===== config.mk =====
export PLATFORM = sky130hd
export DESIGN_NAME = whole_word_replacer
export DESIGN_NICKNAME = d
export VERILOG_FILES = /design/src/rtl/wwr_pkg.sv /design/src/rtl/wwr_regs.sv /design/src/rtl/wwr_ctrl.sv /design/src/rtl/wwr_dp.sv /design/src/rtl/whole_word_replacer.sv
export SDC_FILE = /design/constraint.sdc
export NUM_CORES = 1
export LEC_CHECK = 0
export BUFFER_PORTS_ARGS = -buffer_cell sky130_fd_sc_hd__buf_2
export CORE_MARGIN = 4
export CORE_UTILIZATION = 45
export CTS_CLUSTER_DIAMETER = 50
export DETAILED_ROUTE_END_ITERATION = 10
export PLACE_DENSITY = 0.71
export SLEW_MARGIN = 20
export SYNTH_ARGS = -nofsm -noshare
export SYNTH_HDL_FRONTEND = slang
export SYNTH_SLANG_ARGS = --single-unit

===== constraint.sdc =====
create_clock -name clk -period 4.8 [get_ports clk]
set_clock_uncertainty 0.15 [all_clocks]
set_input_delay 0.72 -clock clk [delete_from_list [all_inputs] [get_ports clk]]
set_output_delay 0.72 -clock clk [all_outputs]
set_load 0.03 [all_outputs]

===== src/rtl/wwr_pkg.sv =====
// Package for the whole word replacer: item and register types, constants,
// and the command and status bundles between the controller and datapath.
// Depends on nothing.
package wwr_pkg;

    // Longest word held in the word buffer, in bytes.
    localparam int WORD_MAX = 8;
    localparam int BUF_W    = WORD_MAX * 8;

    // Byte counts of words and the replacement; the length registers are 4 bits.
    localparam int CNT_W    = 4;
    localparam int REPL_MAX = 8;
    localparam int SHIFT_W  = REPL_MAX * 8;

    localparam logic [7:0] SPACE_BYTE = 8'h20;

    // Configuration port: 64-bit data, register i at byte address 8*i.
    localparam int ADDR_W = 5;
    localparam int DATA_W = 64;
    localparam logic [1:0] REG_PATTERN_BYTES      = 2'd0;
    localparam logic [1:0] REG_PATTERN_LENGTH     = 2'd1;
    localparam logic [1:0] REG_REPLACEMENT_BYTES  = 2'd2;
    localparam logic [1:0] REG_REPLACEMENT_LENGTH = 2'd3;

    typedef struct packed {
        logic [7:0] text_byte;
        logic       end_of_sentence;
    } in_item_t;

    typedef struct packed {
        logic [7:0] out_byte;
        logic       out_last;
        logic       any_replaced;
    } out_item_t;

    typedef struct packed {
        logic [63:0]      pattern_bytes;
        logic [CNT_W-1:0] pattern_length;
        logic [63:0]      replacement_bytes;
        logic [CNT_W-1:0] replacement_length;
    } cfg_t;

    typedef struct packed {
        logic capture;
        logic emit_word;
        logic emit_tail;
        logic emit_null;
    } ctrl_cmd_t;

    typedef struct packed {
        logic has_word;   // captured item has buffered or replacement bytes to send
        logic has_tail;   // captured item has a trailing byte to send
        logic need_null;  // captured item ends the sentence with nothing to send
        logic word_last;  // one word byte left in the output shifter
        logic tail_pend;  // trailing byte still waiting
        logic out_free;   // output register can take a byte this cycle
    } dp_status_t;

endpackage


===== src/rtl/wwr_regs.sv =====
// Configuration register file of the whole word replacer, behind an APB-style port.
// Depends on wwr_pkg.
module wwr_regs (
    input  logic                       clk,
    input  logic                       rst_n,
    input  logic                       psel,
    input  logic                       penable,
    input  logic                       pwrite,
    input  logic [wwr_pkg::ADDR_W-1:0] paddr,
    input  logic [wwr_pkg::DATA_W-1:0] pwdata,
    output logic [wwr_pkg::DATA_W-1:0] prdata,
    output logic                       pready,
    output wwr_pkg::cfg_t              cfg
);

    logic [63:0]               pattern_bytes_reg;
    logic [wwr_pkg::CNT_W-1:0] pattern_length_reg;
    logic [63:0]               replacement_bytes_reg;
    logic [wwr_pkg::CNT_W-1:0] replacement_length_reg;
    logic                      wr_en;
    logic [1:0]                reg_sel;

    assign pready  = 1'b1;
    assign wr_en   = psel & penable & pwrite;
    assign reg_sel = paddr[4:3];

    always_ff @(posedge clk or negedge rst_n)
    begin
        if (!rst_n)
        begin
            pattern_bytes_reg      <= '0;
            pattern_length_reg     <= 4'd1;
            replacement_bytes_reg  <= '0;
            replacement_length_reg <= '0;
        end
        else if (wr_en)
        begin
            case (reg_sel)
                wwr_pkg::REG_PATTERN_BYTES:      pattern_bytes_reg      <= pwdata[63:0];
                wwr_pkg::REG_PATTERN_LENGTH:     pattern_length_reg     <= pwdata[3:0];
                wwr_pkg::REG_REPLACEMENT_BYTES:  replacement_bytes_reg  <= pwdata[63:0];
                wwr_pkg::REG_REPLACEMENT_LENGTH: replacement_length_reg <= pwdata[3:0];
                default: ;
            endcase
        end
    end

    always_comb
    begin
        case (reg_sel)
            wwr_pkg::REG_PATTERN_BYTES:      prdata = pattern_bytes_reg;
            wwr_pkg::REG_PATTERN_LENGTH:     prdata = 64'(pattern_length_reg);
            wwr_pkg::REG_REPLACEMENT_BYTES:  prdata = replacement_bytes_reg;
            wwr_pkg::REG_REPLACEMENT_LENGTH: prdata = 64'(replacement_length_reg);
            default:                         prdata = '0;
        endcase
    end

    assign cfg.pattern_bytes      = pattern_bytes_reg;
    assign cfg.pattern_length     = pattern_length_reg;
    assign cfg.replacement_bytes  = replacement_bytes_reg;
    assign cfg.replacement_length = replacement_length_reg;

endmodule


===== src/rtl/wwr_ctrl.sv =====
// Controller of the whole word replacer: sequences capture of an item and
// the emission of its word bytes, trailing byte and empty-sentence marker.
// Depends on wwr_pkg.
module wwr_ctrl (
    input  logic                clk,
    input  logic                rst_n,
    input  logic                text_valid,
    input  wwr_pkg::dp_status_t status,
    output wwr_pkg::ctrl_cmd_t  cmd,
    output logic                text_stall
);

    localparam logic [1:0] S_IDLE = 2'd0;
    localparam logic [1:0] S_WORD = 2'd1;
    localparam logic [1:0] S_TAIL = 2'd2;
    localparam logic [1:0] S_NULL = 2'd3;

    logic [1:0] state_reg;
    logic [1:0] state_next;

    always_comb
    begin
        state_next    = state_reg;
        cmd           = '0;
        text_stall    = 1'b1;
        case (state_reg)
            S_IDLE:
            begin
                text_stall = 1'b0;
                if (text_valid)
                begin
                    cmd.capture = 1'b1;
                    if (status.has_word)
                        state_next = S_WORD;
                    else if (status.has_tail)
                        state_next = S_TAIL;
                    else if (status.need_null)
                        state_next = S_NULL;
                end
            end
            S_WORD:
            begin
                if (status.out_free)
                begin
                    cmd.emit_word = 1'b1;
                    if (status.word_last)
                        state_next = status.tail_pend ? S_TAIL : S_IDLE;
                end
            end
            S_TAIL:
            begin
                if (status.out_free)
                begin
                    cmd.emit_tail = 1'b1;
                    state_next    = S_IDLE;
                end
            end
            S_NULL:
            begin
                if (status.out_free)
                begin
                    cmd.emit_null = 1'b1;
                    state_next    = S_IDLE;
                end
            end
            default:
            begin
                state_next = S_IDLE;
            end
        endcase
    end

    always_ff @(posedge clk or negedge rst_n)
    begin
        if (!rst_n)
            state_reg <= S_IDLE;
        else
            state_reg <= state_next;
    end

endmodule


===== src/rtl/wwr_dp.sv =====
// Datapath of the whole word replacer: word buffer, pattern compare, output
// shifter, trailing byte and the output register.
// Depends on wwr_pkg.
module wwr_dp (
    input  logic                clk,
    input  logic                rst_n,
    input  wwr_pkg::cfg_t       cfg,
    input  wwr_pkg::in_item_t   text_item,
    input  wwr_pkg::ctrl_cmd_t  cmd,
    input  logic                edit_stall,
    output wwr_pkg::out_item_t  edit_item,
    output logic                edit_valid,
    output wwr_pkg::dp_status_t status
);

    // Sentence state.
    logic [wwr_pkg::BUF_W-1:0]   word_buf_reg;
    logic [wwr_pkg::CNT_W-1:0]   word_count_reg;
    logic                        passing_reg;
    logic                        replaced_reg;
    // Emission state of the captured item.
    logic [wwr_pkg::SHIFT_W-1:0] shift_reg;
    logic [wwr_pkg::CNT_W-1:0]   shift_cnt_reg;
    logic                        tail_valid_reg;
    logic [7:0]                  tail_byte_reg;
    logic                        eos_reg;
    logic                        anyrep_reg;
    // Output register.
    logic                        out_valid_reg;
    logic                        out_valid_next;
    wwr_pkg::out_item_t          out_item_reg;
    wwr_pkg::out_item_t          out_item_next;

    logic                        is_space;
    logic                        eos;
    logic                        case_store;
    logic                        case_over;
    logic [wwr_pkg::BUF_W-1:0]   buf_w;
    logic [wwr_pkg::CNT_W-1:0]   fin_cnt;
    logic                        finish;
    logic                        mismatch;
    logic                        match;
    logic [wwr_pkg::CNT_W-1:0]   rep_len;
    logic [wwr_pkg::CNT_W-1:0]   load_cnt;
    logic [wwr_pkg::SHIFT_W-1:0] load_data;
    logic                        has_tail;
    logic                        replaced_now;
    logic                        word_last_byte;

    assign is_space   = (text_item.text_byte == wwr_pkg::SPACE_BYTE);
    assign eos        = text_item.end_of_sentence;
    assign case_store = !is_space && !passing_reg &&
                        (word_count_reg < wwr_pkg::CNT_W'(wwr_pkg::WORD_MAX));
    assign case_over  = !is_space && !passing_reg &&
                        !(word_count_reg < wwr_pkg::CNT_W'(wwr_pkg::WORD_MAX));

    // Buffer with the incoming byte written, and the masked pattern compare.
    always_comb
    begin
        buf_w    = word_buf_reg;
        mismatch = 1'b0;
        for (int i = 0; i < wwr_pkg::WORD_MAX; i++)
        begin
            if (case_store && (word_count_reg == wwr_pkg::CNT_W'(i)))
                buf_w[8*i +: 8] = text_item.text_byte;
        end
        for (int i = 0; i < wwr_pkg::WORD_MAX; i++)
        begin
            if ((wwr_pkg::CNT_W'(i) < fin_cnt) &&
                (buf_w[8*i +: 8] != cfg.pattern_bytes[8*i +: 8]))
                mismatch = 1'b1;
        end
    end

    assign fin_cnt  = case_store ? word_count_reg + 1'b1 : word_count_reg;
    assign finish   = (is_space && !passing_reg && (word_count_reg != '0)) ||
                      (case_store && eos);
    assign match    = (fin_cnt != '0) && (fin_cnt == cfg.pattern_length) && !mismatch;
    assign rep_len  = (cfg.replacement_length > wwr_pkg::CNT_W'(wwr_pkg::REPL_MAX)) ?
                      wwr_pkg::CNT_W'(wwr_pkg::REPL_MAX) : cfg.replacement_length;

    always_comb
    begin
        if (finish)
            load_cnt = match ? rep_len : fin_cnt;
        else if (case_over)
            load_cnt = word_count_reg;
        else
            load_cnt = '0;
    end

    assign load_data    = (finish && match) ? cfg.replacement_bytes :
                          wwr_pkg::SHIFT_W'(buf_w);
    assign has_tail     = !case_store;
    assign replaced_now = replaced_reg | (finish & match);

    assign status.has_word  = (load_cnt != '0);
    assign status.has_tail  = has_tail;
    assign status.need_null = eos && (load_cnt == '0) && !has_tail;
    assign status.word_last = (shift_cnt_reg == wwr_pkg::CNT_W'(1));
    assign status.tail_pend = tail_valid_reg;
    assign status.out_free  = !out_valid_reg || !edit_stall;

    always_ff @(posedge clk or negedge rst_n)
    begin
        if (!rst_n)
        begin
            word_count_reg <= '0;
            passing_reg    <= 1'b0;
            replaced_reg   <= 1'b0;
            shift_cnt_reg  <= '0;
            tail_valid_reg <= 1'b0;
        end
        else if (cmd.capture)
        begin
            word_count_reg <= (case_store && !eos) ? word_count_reg + 1'b1 : '0;
            passing_reg    <= eos ? 1'b0 : (case_over ? 1'b1 :
                              (is_space ? 1'b0 : passing_reg));
            replaced_reg   <= eos ? 1'b0 : replaced_now;
            shift_cnt_reg  <= load_cnt;
            tail_valid_reg <= has_tail;
        end
        else
        begin
            if (cmd.emit_word)
                shift_cnt_reg <= shift_cnt_reg - 1'b1;
            if (cmd.emit_tail)
                tail_valid_reg <= 1'b0;
        end
    end

    always_ff @(posedge clk)
    begin
        if (cmd.capture)
        begin
            word_buf_reg  <= buf_w;
            shift_reg     <= load_data;
            tail_byte_reg <= text_item.text_byte;
            eos_reg       <= eos;
            anyrep_reg    <= replaced_now;
        end
        else if (cmd.emit_word)
        begin
            shift_reg <= shift_reg >> 8;
        end
    end

    // Next byte for the output register.
    assign word_last_byte = eos_reg && status.word_last && !tail_valid_reg;

    always_comb
    begin
        out_item_next  = out_item_reg;
        out_valid_next = out_valid_reg && edit_stall;
        if (cmd.emit_word)
        begin
            out_item_next.out_byte     = shift_reg[7:0];
            out_item_next.out_last     = word_last_byte;
            out_item_next.any_replaced = word_last_byte & anyrep_reg;
            out_valid_next             = 1'b1;
        end
        else if (cmd.emit_tail)
        begin
            out_item_next.out_byte     = tail_byte_reg;
            out_item_next.out_last     = eos_reg;
            out_item_next.any_replaced = eos_reg & anyrep_reg;
            out_valid_next             = 1'b1;
        end
        else if (cmd.emit_null)
        begin
            out_item_next.out_byte     = 8'h00;
            out_item_next.out_last     = 1'b1;
            out_item_next.any_replaced = anyrep_reg;
            out_valid_next             = 1'b1;
        end
    end

    always_ff @(posedge clk or negedge rst_n)
    begin
        if (!rst_n)
            out_valid_reg <= 1'b0;
        else
            out_valid_reg <= out_valid_next;
    end

    always_ff @(posedge clk)
    begin
        out_item_reg <= out_item_next;
    end

    assign edit_valid = out_valid_reg;
    assign edit_item  = out_item_reg;

`ifndef ASSERT_OFF
    // A byte is never loaded into an output register that is still held.
    assert property (@(posedge clk) disable iff (!rst_n)
        (out_valid_reg && edit_stall) |-> !(cmd.emit_word || cmd.emit_tail || cmd.emit_null))
        else $error("output register overwritten while stalled");

    // The shifter is only drained while it holds bytes.
    assert property (@(posedge clk) disable iff (!rst_n)
        cmd.emit_word |-> (shift_cnt_reg != '0))
        else $error("word byte emitted from an empty shifter");

    // An overlong word in flight leaves the buffer empty.
    assert property (@(posedge clk) disable iff (!rst_n)
        passing_reg |-> (word_count_reg == '0))
        else $error("word buffer not empty while passing a long word");

    // The end of a sentence clears all sentence state.
    assert property (@(posedge clk) disable iff (!rst_n)
        (cmd.capture && eos) |=> (word_count_reg == '0) && !passing_reg && !replaced_reg)
        else $error("sentence state not cleared at sentence end");
`endif

endmodule


===== src/rtl/whole_word_replacer.sv =====
// Top level of the whole word replacer: register file, controller and datapath.
// Depends on wwr_pkg, wwr_regs, wwr_ctrl and wwr_dp.
//
// The block takes a sentence one byte at a time on the text channel and sends
// the edited sentence on the edit channel, replacing every whole word equal to
// the pattern register with the replacement register. Only the space byte
// separates words; the start and end of the sentence are boundaries too.
// Non-space bytes are held in an eight-byte word buffer until the word ends;
// a ninth byte of a word flushes the buffer and the rest of that word passes
// through unchanged. Inserted text is not scanned again. The final byte of the
// sentence carries out_last, and any_replaced on it tells whether any word was
// replaced. If the last item would produce no byte (the last word replaced by
// an empty replacement), a single 0x00 byte with out_last is sent instead.
// Timing: an item is taken while the controller is idle, after which the output
// register sends its results at one byte per cycle as long as the edit channel
// does not stall. The text channel is stalled while the results of the previous
// item are still being sent, but a new item is taken while the last result waits
// in the output register. Registers are written over the APB-style port at byte
// addresses 0, 8, 16 and 24 (pattern bytes, pattern length, replacement bytes,
// replacement length) and should be written only while the block is idle.
module whole_word_replacer (
    input  logic                       clk,
    input  logic                       rst_n,
    // Text channel.
    input  logic                       text_valid,
    output logic                       text_stall,
    input  wwr_pkg::in_item_t          text_item,
    // Edit channel.
    output logic                       edit_valid,
    input  logic                       edit_stall,
    output wwr_pkg::out_item_t         edit_item,
    // Configuration port.
    input  logic                       psel,
    input  logic                       penable,
    input  logic                       pwrite,
    input  logic [wwr_pkg::ADDR_W-1:0] paddr,
    input  logic [wwr_pkg::DATA_W-1:0] pwdata,
    output logic [wwr_pkg::DATA_W-1:0] prdata,
    output logic                       pready
);

    wwr_pkg::cfg_t       cfg;
    wwr_pkg::ctrl_cmd_t  cmd;
    wwr_pkg::dp_status_t status;

    wwr_regs u_regs (
        .clk     (clk),
        .rst_n   (rst_n),
        .psel    (psel),
        .penable (penable),
        .pwrite  (pwrite),
        .paddr   (paddr),
        .pwdata  (pwdata),
        .prdata  (prdata),
        .pready  (pready),
        .cfg     (cfg)
    );

    // The controller decides when an item is taken and which byte goes out next.
    wwr_ctrl u_ctrl (
        .clk        (clk),
        .rst_n      (rst_n),
        .text_valid (text_valid),
        .status     (status),
        .cmd        (cmd),
        .text_stall (text_stall)
    );

    // The datapath holds the word, compares it and drives the output register.
    wwr_dp u_dp (
        .clk        (clk),
        .rst_n      (rst_n),
        .cfg        (cfg),
        .text_item  (text_item),
        .cmd        (cmd),
        .edit_stall (edit_stall),
        .edit_item  (edit_item),
        .edit_valid (edit_valid),
        .status     (status)
    );

endmodule


==> results.py <==
metrics = {
    "drt": {
        "via_per_inst": 5.843,
        "drcViolationCount": 0,
        "wire_per_inst_um": 21.70,
        "drt_first_pass_iters": 5,
        "drtIter0Drc": 1096,
        "ant_nets": 0,
        "totalWireLength_um": 43950,
        "via_count": 11830,
    },
    "yosys": {
        "syn_area_um2": 15900,
        "syn_avg_cell_area_um2": 11.47,
        "synth.top_cells.by_area": "edfxtp_1 (28%), dfrtp_1 (23%), mux2_2 (9.9%)",
        "ys_ff_latch": 298,
        "synth_xor_area_share_pct": 5.069,
        "synthCells": 1386,
        "yosysTopAreaCellShare_pct": 27.96,
        "synth_fp_nets": 1477,
        "synth_adder_area_share_pct": 0.4723,
        "synthSimpleGateAreaFrac_pct": 10.77,
        "ys_seq_area_share_pct": 51.58,
        "synth_edf_count": 148,
        "yosysWarnings": 0,
        "synth_top_family_by_area": "multiplexers",
        "yosysUniqueCellTypes": 82,
        "synthMuxAreaShare_pct": 18.61,
        "yosys-top-cells-count": "nand2_1 (150), dfrtp_1 (149), edfxtp_1 (148)",
        "yosysTopAreaCell": "edfxtp_1",
        "synth_compound_area_share_pct": 9.988,
        "synth_async_sr_flop_share_pct": 50.34,
        "yosysMostFrequentCell": "nand2_1",
        "dominantRegCellSynth": "dfrtp_1",
    },
    "worst_hold_path": {
        "holdCritPathClass": "input pin to async pin",
    },
    "job": {
        "maxCapViolCount": 0,
    },
    "final_layout": {
        "utilization_pct": 53.34,
        "syn_to_final_growth_pct": 16.48,
        "fillCellCount": 3057,
        "finalNonFillerCells": 2025,
        "drive_gt1_share_pct": 27.66,
        "fin_nets": 1632,
        "final_cell_area_um2": 18520,
    },
    "global_routing": {
        "grt_pass1_vias": 11690,
        "met1_usage_pct": 30.89,
        "grt_overflow": 0,
        "grt_pass1_wl_um": 67550,
        "antenna_found_initial": 2,
        "grt_max_degree": 98,
        "met2_usage_pct": 37.17,
        "grt_usage_pct": 22.26,
        "busiest_layer": "met2",
        "use_met3_pct": 2.851,
    },
    "setup_path": {
        "startpoint_type": "flop",
        "crit_path_end_kind": "flop",
        "endpoint": "u_dp.shift_reg[3]",
        "crit_path_start": "u_dp.word_count_reg[0]",
        "rr_startpoint": "u_dp.word_count_reg[0]",
        "r2r_slack_ps": 370,
        "arrival_ps": 4530,
        "worstPathRequired_ps": 4900,
        "criticalPathCategory": "flop to flop",
        "timing.rr.end": "u_dp.shift_reg[3]",
        "reg2regPathDepth": 15,
        "cp_max_fo": 36,
    },
    "clock_network": {
        "cts_sinks": 298,
        "cts_buffer_depth": 3,
        "insertion_delay_ps": 530,
        "cts_htree_levels": 2,
        "cts_resized": 0,
        "clkTransAtPathRegs_ps": 60,
        "cts_buffers": 36,
        "cts_tree": "yes",
        "postCtsHoldBufs": 0,
        "post_cts_buffers": 0,
        "cts-root-buf": "clkbuf_16",
    },
    "floorplan": {
        "die_w_um": 196.0,
        "dieArea_um2": 38400,
        "die_h_um": 196.0,
        "start_util_pct": 45.79,
        "core_um2": 34710,
        "io_pins": 162,
        "row_count": 68,
    },
    "sta": {
        "setup_tns_ps": 0,
        "finalSetupViolations": 0,
        "max_slew_margin_pct": 28.58,
        "period_share_pct": 92.34,
        "period_needed_ps": 4432,
        "rsz0062_at_grt": "false",
        "setup_ws_ps": 367.8,
        "worst_pin_slew_ps": 1071,
        "finalHoldViolCount": 0,
        "maxSlewViolCount": 0,
        "fmax_mhz": 225.6,
    },
    "pwr": {
        "p_per_area_nw_per_um2": 568.3,
        "vdd_drop_max_mv": 0.2825,
        "p_leak_nw": 8.182,
    },
    "placed_design": {
        "gp_congestion": 0.9200,
        "placed_cell_area_um2": 17290,
        "port_buffers": 157,
        "hpwl_um": 30010,
        "dp_slack_ps": 131.3,
        "dp.cells": 1958,
    },
    "outcome": {
        "status": "completed",
    },
}
==> logic make-up (layout without fill, tap and decap cells) <==
group           count (synthesis)  after routing
compound gates                237            237
xor+xnor                       92             92
fa+ha+maj                       6              6
buf+inv                       125            308
flops                         298            298
mux                           273            273
other cells                     1              2
simple gates                  354            354
==> per-stage QoR <==
step / hold slack [ps] / power [mW]
6_report: 154.5 / 10.52
5_1_grt: 220.8 / 11.07
4_1_cts: 177.7 / 10.56
3_5_place_dp: 362.1 / 7.712
3_3_place_gp: 351.3 / 7.605
2_1_floorplan: 274.4 / 6.607
==> per-layer routing <==
| metal | vias to the layer above | wire, um |
|---|---|---|
| met5 | - | 0 |
| li1 | 5364 | - |
| met4 | 0 | 1164 |
| met2 | 520 | 21130 |
| met3 | 75 | 3369 |
| met1 | 5874 | 18290 |
==> final cells by class <==
cell class	count	area (um^2)	share of cell area (%)
Sequential cell	298	8199	44.28
Multi-Input combinational cell	963	7178	38.77
Timing Repair Buffer	208	1215	6.561
Clock buffer	50	974.7	5.264
Tap cell	455	569.3	3.075
Clock inverter	16	249.0	1.345
Inverter	34	128.9	0.6960
Antenna cell	1	2.502	0.01351
==> where the power goes <==
group,internal (mW),switching (mW)
clock network,1.75,1.07
registers,3.81,0.583
logic,1.29,2.02
==> worst min path at each step <==
| stage | from | end | slack, ps |
|---|---|---|---|
| global placement | u_dp.tail_valid_reg | u_dp.tail_valid_reg | 350 |
| detailed placement | u_dp.anyrep_reg | u_dp.edit_item[0] | 360 |
| finish | rst_n | u_regs.replacement_bytes_reg[44] | 150 |
| floorplan | rst_n | u_ctrl.state_reg[0] | 270 |
| global route | rst_n | u_regs.pattern_bytes_reg[47] | 220 |
| CTS | rst_n | u_regs.replacement_bytes_reg[44] | 180 |
==> layout by cell type (no fill, tap or decap), types with 4 or more instances in the layout <==
cell type,n
a221oi_1,5
o22ai_1,6
xor2_1,46
and2_1,8
a31oi_1,4
clkbuf_16,37
nand4_1,12
bufinv_16,6
xnor2_1,46
buf_4,49
nor4_1,15
o21ai_1,19
inv_1,33
nor3b_1,7
nor3_1,8
mux2_2,140
a2bb2oi_1,4
clkbuf_1,13
buf_2,155
nand3_1,13
a32oi_1,4
nor2b_1,14
o221ai_1,5
a21oi_1,23
o21ai_0,89
mux4_2,4
ha_1,6
nand2b_1,12
a211oi_2,4
mux2i_1,129
dfrtp_1,149
a22o_1,25
nor2_1,88
edfxtp_1,148
nand2_1,148
==> critical path, cell delays in order, from the launching register on <==
cell      delay (ps)
dfrtp_1          420
inv_1            170
ha_1             200
nor4b_4          480
o21ai_1          260
buf_4            240
nor4_1           280
a21oi_1           80
nor4_1           400
buf_4            200
o2111a_2         210
o31a_2           180
nand3_4           90
buf_4            390
mux2i_1          280
o21ai_1           80
Note: power is estimated with default switching activity, not from simulation.
